$ cat config.mk
export PLATFORM = sky130hd
export DESIGN_NAME = tnb_front
export DESIGN_NICKNAME = d
export VERILOG_FILES = /design/src/rtl/core/tnb_pkg.sv /design/src/rtl/core/tnb_front.sv
export SDC_FILE = /design/constraint.sdc
export NUM_CORES = 2
export LEC_CHECK = 0
export BUFFER_PORTS_ARGS = -buffer_cell sky130_fd_sc_hd__buf_2
export CORE_UTILIZATION = 45
export DETAILED_ROUTE_END_ITERATION = 7
export PLACE_DENSITY = 0.63
export SLEW_MARGIN = 20
export SYNTH_ARGS = -nofsm -noshare
export SYNTH_HDL_FRONTEND = slang
export SYNTH_SLANG_ARGS = --single-unit
$ cat constraint.sdc
create_clock -name aclk -period 32 [get_ports aclk]
set_input_delay 3.2 -clock aclk [delete_from_list [all_inputs] [get_ports aclk]]
set_output_delay 3.2 -clock aclk [all_outputs]
set_load 0.03 [all_outputs]
$ cat src/rtl/core/tnb_pkg.sv
// Shared constants and types for the triangle normal and bounding box block.
`timescale 1ns / 1ps
`default_nettype none
package tnb_pkg;
    localparam int COORD_BITS_DEF = 32;
    localparam int NRM_BITS = 16;
    localparam int MAG_BITS = 30;
    localparam int LEN2_BITS = 62;
    localparam int LEN_BITS = 31;
    localparam int QUO_BITS = 17;

    typedef enum logic [0:0] {
        CMD_PROCESS = 1'b0,
        CMD_CLEAR   = 1'b1
    } cmd_t;
endpackage
`default_nettype wire

$ cat src/rtl/core/tnb_front.sv
// Front end: edge vectors, bounding box update and queue of work for the back end.
`timescale 1ns / 1ps
`default_nettype none
module tnb_front #(
    parameter int COORD_BITS = tnb_pkg::COORD_BITS_DEF
) (
    input  wire logic                         aclk,
    input  wire logic                         aresetn,
    input  wire logic                         in_valid,
    output logic                              in_ready,
    input  wire logic                         in_cmd,
    input  wire logic [9*COORD_BITS-1:0]      in_vtx,
    output logic                              q_valid,
    input  wire logic                         q_ready,
    output logic [6*(COORD_BITS+1)-1:0]       q_edges,
    output logic [6*COORD_BITS-1:0]           q_box
);
    import tnb_pkg::*;
    localparam int EB = COORD_BITS + 1;
    localparam logic signed [COORD_BITS-1:0] CMAX = {1'b0, {(COORD_BITS-1){1'b1}}};
    localparam logic signed [COORD_BITS-1:0] CMIN = {1'b1, {(COORD_BITS-1){1'b0}}};

    logic signed [COORD_BITS-1:0] min_reg [3];
    logic signed [COORD_BITS-1:0] max_reg [3];
    logic signed [COORD_BITS-1:0] min_next [3];
    logic signed [COORD_BITS-1:0] max_next [3];
    logic signed [COORD_BITS-1:0] v [3][3];
    logic [6*EB-1:0] edges_next;
    logic [6*COORD_BITS-1:0] box_next;

    // two-entry queue
    logic [6*EB-1:0]          qe_reg [2];
    logic [6*COORD_BITS-1:0]  qb_reg [2];
    logic                     wp_reg, rp_reg;
    logic [1:0]               cnt_reg;
    logic                     push, pop;

    always_comb begin
        for (int j = 0; j < 3; j++) begin
            for (int k = 0; k < 3; k++) begin
                v[j][k] = in_vtx[(3*j+k)*COORD_BITS +: COORD_BITS];
            end
        end
        for (int k = 0; k < 3; k++) begin
            min_next[k] = min_reg[k];
            max_next[k] = max_reg[k];
            for (int j = 0; j < 3; j++) begin
                if (v[j][k] < min_next[k]) min_next[k] = v[j][k];
                if (v[j][k] > max_next[k]) max_next[k] = v[j][k];
            end
            edges_next[k*EB +: EB]     = EB'({v[1][k][COORD_BITS-1], v[1][k]}
                                             - {v[0][k][COORD_BITS-1], v[0][k]});
            edges_next[(3+k)*EB +: EB] = EB'({v[2][k][COORD_BITS-1], v[2][k]}
                                             - {v[0][k][COORD_BITS-1], v[0][k]});
            box_next[k*COORD_BITS +: COORD_BITS]     = min_next[k];
            box_next[(3+k)*COORD_BITS +: COORD_BITS] = max_next[k];
        end
    end

    assign in_ready = (cnt_reg != 2'd2);
    assign push     = in_valid && in_ready && (in_cmd == CMD_PROCESS);
    assign pop      = q_valid && q_ready;
    assign q_valid  = (cnt_reg != 2'd0);
    assign q_edges  = qe_reg[rp_reg];
    assign q_box    = qb_reg[rp_reg];

    always_ff @(posedge aclk) begin
        if (!aresetn) begin
            wp_reg  <= 1'b0;
            rp_reg  <= 1'b0;
            cnt_reg <= 2'd0;
            for (int k = 0; k < 3; k++) begin
                min_reg[k] <= CMAX;
                max_reg[k] <= CMIN;
            end
        end else begin
            if (in_valid && in_ready) begin
                for (int k = 0; k < 3; k++) begin
                    min_reg[k] <= (in_cmd == CMD_CLEAR) ? CMAX : min_next[k];
                    max_reg[k] <= (in_cmd == CMD_CLEAR) ? CMIN : max_next[k];
                end
            end
            if (push) begin
                qe_reg[wp_reg] <= edges_next;
                qb_reg[wp_reg] <= box_next;
                wp_reg <= ~wp_reg;
            end
            if (pop) rp_reg <= ~rp_reg;
            cnt_reg <= cnt_reg + {1'b0, push} - {1'b0, pop};
        end
    end
endmodule
`default_nettype wire

After elaboration in Yosys (flattened, before gate mapping) --
Memory sizes are Yosys's and may differ from the RTL's. A register that Yosys moved wholly into a read port is not among the register bits. Cells that the tools add are included.
Operators by class: bitwise operators 9, order comparisons 18, mux-type cells 41, equality and inequality tests 1, $add $sub $neg 8, reduce and logical (&&, ||, !) cells 4
Operator list (number):
- 2-to-1 mux 32 bit | 30
- > comparator 32 bit | 9
- < comparator 32 bit | 9
- subtractor 32 x 32 -> 33 bit | 6
- 2-to-1 mux 1 bit | 11
- OR 1 bit | 6
- logical AND 1 bit | 3
- inverter 1 bit | 3
- adder 2 x 1 -> 2 bit | 1
- inequality test 2 bit, second input constant | 1
- nonzero test 2 bit | 1
- subtractor 2 x 1 -> 2 bit | 1
Word-level totals: bits of input ports 293, bits in writable memories 972, output and inout bits 392, flip-flop bits (word level) 4, memories 4, word-level logic and storage cells 88
Memory list:
- qe_reg | depth 2, width 198, rd ports 1, clocked after memory_dff 1, wr ports 1, line tnb_front.sv:32 | logic [6*EB-1:0] qe_reg [2];
- qb_reg | depth 2, width 192, rd ports 1, clocked after memory_dff 1, wr ports 1, line tnb_front.sv:33 | logic [6*COORD_BITS-1:0] qb_reg [2];
- max_reg | depth 3, width 32, rd ports 3, clocked after memory_dff 0, wr ports 3, line tnb_front.sv:24 | logic signed [COORD_BITS-1:0] max_reg [3];
- min_reg | depth 3, width 32, rd ports 3, clocked after memory_dff 0, wr ports 3, line tnb_front.sv:23 | logic signed [COORD_BITS-1:0] min_reg [3];

Logic depth before layout (Yosys ltp) --
word-level depth 8, gate-level depth with buffers 44, mapped depth without buffers 38

Worst setup path after synthesis --
Ideal clock, no wire load.
path type input port to flip-flop, start point in in_valid, end point mem qb_reg[0][0] in the netlist's numbering (enable), slack 10.696 ns, required time 30.847 ns, data arrival time 20.152 ns, buffers on the path 2, stages on the path 6, setup time 1.153 ns, path through nand2_1 -> nor2_1 -> nand2_1 -> clkbuf_1 -> clkbuf_1 -> nor2_1
Between the ends: longest elaborated chain between the ends 5
RTL lines:
- start: declaration | line tnb_front.sv:9 | input wire logic in_valid,
- logical AND 1 bit (2 in a row) | line tnb_front.sv:61 | assign push = in_valid && in_ready && (in_cmd == CMD_PROCESS);
- 2-to-1 mux 1 bit | line tnb_front.sv:83 | if (push) begin
- 2-to-1 mux 1 bit | line tnb_front.sv:68 | if (!aresetn) begin
- 2-to-1 mux 1 bit (implied by the code) | line tnb_front.sv:85 | qb_reg[wp_reg] <= box_next;
- end: declaration | line tnb_front.sv:33
No other way between the ends.

Final worst setup path --
start point in in_vtx[25], end point mem qb_reg[1][99] in the netlist's numbering, data pin
Between the ends: longest elaborated chain between the ends 6
RTL lines:
- start: declaration | line tnb_front.sv:12 | input wire logic [9*COORD_BITS-1:0] in_vtx,
- > comparator 32 bit | line tnb_front.sv:49 | if (v[j][k] > max_next[k]) max_next[k] = v[j][k];
- 2-to-1 mux 32 bit (*) | line tnb_front.sv:49
- > comparator 32 bit | line tnb_front.sv:49
- 2-to-1 mux 32 bit (*) | line tnb_front.sv:49
- > comparator 32 bit | line tnb_front.sv:49
- 2-to-1 mux 32 bit (*) | line tnb_front.sv:49
- net box_next[99] | line tnb_front.sv:29 | logic [6*COORD_BITS-1:0] box_next;
The timed path passes the listed nets; every way through them passes the cells marked *.

==> flow_metrics.env <==
export IMPL_outcome="finished with violations"
export IMPL_violations="design-rule violations"
export IMPL_pwr_share_comb_pct=49.0
export IMPL_yosysSeqAreaShare_pct=44.8
export IMPL_fillers=12898
export IMPL_max_stage_delay_ns=0.84
export IMPL_post_place_cells=8493
export IMPL_worstPathMaxFanout=37
export IMPL_die_area_sq_um=147000
export IMPL_clock_skew_ns=0.0326
export IMPL_fin_ws_ns=18.32
export IMPL_instances_no_fill=8713
export IMPL_crit_arrival_ns=14.11
export IMPL_synthArstFlopShare_pct=0
export IMPL_core_sq_um=144000
export IMPL_syn_num_nets=7089
export IMPL_min_path_type="reg2reg"
export IMPL_largest_register_ffs=396
export IMPL_drive_gt1_share_pct=21.2
export IMPL_min_period_ns=13.68
export IMPL_p_clk_share_pct=21.6
export IMPL_cts_tree="done"
export IMPL_num_rows=139
export IMPL_die_w_um=383
export IMPL_dr_pass1_iters=8
export IMPL_cts_sinks=977
export IMPL_path_clk_slew_ns=0.06
export IMPL_worstMarginPinSlew_ns=1.17
export IMPL_grt_overflow_total=0
export IMPL_finalNetCount=7756
export IMPL_cts_buffer_depth=3
export IMPL_ctsHoldBuffers=0
export IMPL_grt_pass1_wl_mm=315
export IMPL_synth_area_per_cell_sq_um=10.8
export IMPL_reg2reg_depth=37
export IMPL_rsz0062_at_grt="false"
export IMPL_swShare_pct=41.1
export IMPL_fp_dieH_um=383
export IMPL_ant_nets=0
export IMPL_crit_type="in2reg"
export IMPL_setup_tns_ns=0
export IMPL_drt_initial_drc_count=4190
export IMPL_endpoint_kind="flop"
export IMPL_syn_inst=6035
export IMPL_routed_wl_mm=216
export IMPL_root_buffer="clkbuf_16"
export IMPL_slowest_stage="a2111oi_0"
export IMPL_min_path_cells=2
export IMPL_yosysMostFrequentCell="edfxtp_1"
export IMPL_start_kind="input pin"
export IMPL_drc_errors=127
export IMPL_port_buffers=684
export IMPL_post_cts_buffers=0
export IMPL_antenna_found_initial=48
export IMPL_synth_common_cells="edfxtp_1, ha_1, inv_1"
export IMPL_synth_area_leaders="edfxtp_1, ha_1, mux2_2, a21oi_1, inv_1"
export IMPL_maxCapViolCount=0
export IMPL_cts_max_level=3
export IMPL_vdd_drop_max_uv=83.1
export IMPL_yosys_warnings=0
export IMPL_internal_power_mw=3.50
export IMPL_finalMaxSlewViolations=0
export IMPL_detail_route_vias_per_cell=5.80
export IMPL_p_seq_share_pct=29.3
export IMPL_utilization_pct=52.0
export IMPL_cts_buffers=110
export IMPL_initial_core_util_pct=45.5
export IMPL_synth_enable_flop_cells=972
export IMPL_relSlewSlack_pct=21.1
export IMPL_synth_top_flop_cell="edfxtp_1"
export IMPL_synth_area_leader_cell="edfxtp_1"
export IMPL_yosysUniqueCellTypes=76
export IMPL_clk_latency_ns=0.73
export IMPL_finalCritPeriodShare_pct=42.7
export IMPL_routedWlPerCell_um=24.8
export IMPL_setup_viol=0
export IMPL_io_pins=685
export IMPL_area_growth_pct=14.3
export IMPL_dp_hpwl_mm=164
export IMPL_dp_worst_setup_slack_ns=17.84
export IMPL_synth_top_area_share_pct=44.6
export IMPL_grt_pass1_vias=48930
export IMPL_hold_viol=0
export IMPL_place_area_sq_um=71100
export IMPL_p_per_area_nw_per_um2=79.6
export IMPL_critPathRequiredTime_ns=32.43
export IMPL_switchingPower_mw=2.44
export IMPL_max_clock_freq_mhz=73.1
export IMPL_gp_congestion=0.955
export IMPL_syn_area_sq_um=65400
export IMPL_fin_area_sq_um=74700
export IMPL_vias=50519
export IMPL_grtUsageTotal_pct=28.7
export IMPL_p_leak_nw=32.0
export IMPL_grt_start_max_net_pins=120
export IMPL_cts_resized=0
export IMPL_synth_seq_cells=977
==> stage by stage <==
| stage | hold WS, ns | power [mW] |
|---|---|---|
| floorplan | 0.504 | 3.81 |
| global placement | 0.518 | 4.60 |
| detailed placement | 0.523 | 4.65 |
| CTS | 0.541 | 5.95 |
| global route | 0.587 | 6.27 |
| finish | 0.541 | 5.95 |
==> worst max-delay path, delay by kind of cell <==
kind | cells | cell delay [ns]
adder cells (fa/ha/maj) | 3 | 0.94
buffers and inverters | 4 | 1.11
AND/OR/NAND/NOR | 10 | 2.67
AO/OA/AOI/OAI | 19 | 5.76
multiplexers | 1 | 0.37
==> per-layer routing <==
| layer | vias up | track usage (%) | wire (um) |
|---|---|---|---|
| li1 | 23751 | - | - |
| met1 | 24453 | 37.3 | 90600 |
| met2 | 1879 | 46.6 | 99600 |
| met3 | 404 | 6.15 | 17700 |
| met4 | 32 | 10.8 | 8300 |
| met5 | - | 0 | 206 |
==> kinds of logic (layout without fill, tap and decap cells) <==
family / Yosys count / count (layout) / share of synthesized area, %
xor gates and xnor gates: 169 / 169 / 2.28
AOI/OAI and AO/OA: 1314 / 1314 / 12.6
buffers and inverters: 746 / 1498 / 4.32
other: 0 / 23 / 0
adders and majority gates: 761 / 761 / 14.6
muxes: 617 / 617 / 10.4
and+or+nand+nor: 1451 / 1451 / 10.9
DFF: 977 / 977 / 44.8
==> power by group through the flow <==
stage	clock (mW)	sequential (mW)	combinational, mW
floorplan	0	1.78	2.03
global placement	0	1.77	2.84
detailed placement	0	1.77	2.88
CTS	1.31	1.75	2.90
global route	1.35	1.76	3.16
finish	1.29	1.75	2.92
==> worst paths after layout <==
path | endpoint | slack [ns] | start
max | qb_reg[1][99]$_DFFE_PP_ | 18.32 | in_vtx[25]
min | flop | 0.54 | rp_reg$_SDFFE_PN0P_
max reg2reg | qb_reg[1][99]$_DFFE_PP_ | 20.58 | max_reg[0][26]$_SDFFCE_PP0P_
min reg2reg | flop | 0.54 | rp_reg$_SDFFE_PN0P_
==> layout make-up <==
cell class / count / area [sq um] / area share [%]
sequential: 977 / 29300 / 39.2
inverter: 559 / 2100 / 2.81
clock buffer: 129 / 2890 / 3.86
tap: 1903 / 2380 / 3.19
clock inverter: 68 / 702 / 0.939
timing repair buffer: 742 / 3880 / 5.20
antenna: 23 / 57.6 / 0.0770
multi-input combinational: 4312 / 33400 / 44.7
==> layout by cell type, fill, tap and decap left out, types with 145 or more instances in the layout <==
| cell | n |
|---|---|
| edfxtp_1 | 972 |
| mux2_2 | 490 |
| a21o_1 | 225 |
| inv_1 | 559 |
| nor2_1 | 429 |
| nand2_1 | 257 |
| nand2b_1 | 145 |
| nor3_1 | 167 |
| o21ai_0 | 295 |
| ha_1 | 755 |
| buf_2 | 684 |
| a21oi_1 | 438 |
Power figures use the tool's default switching activity.
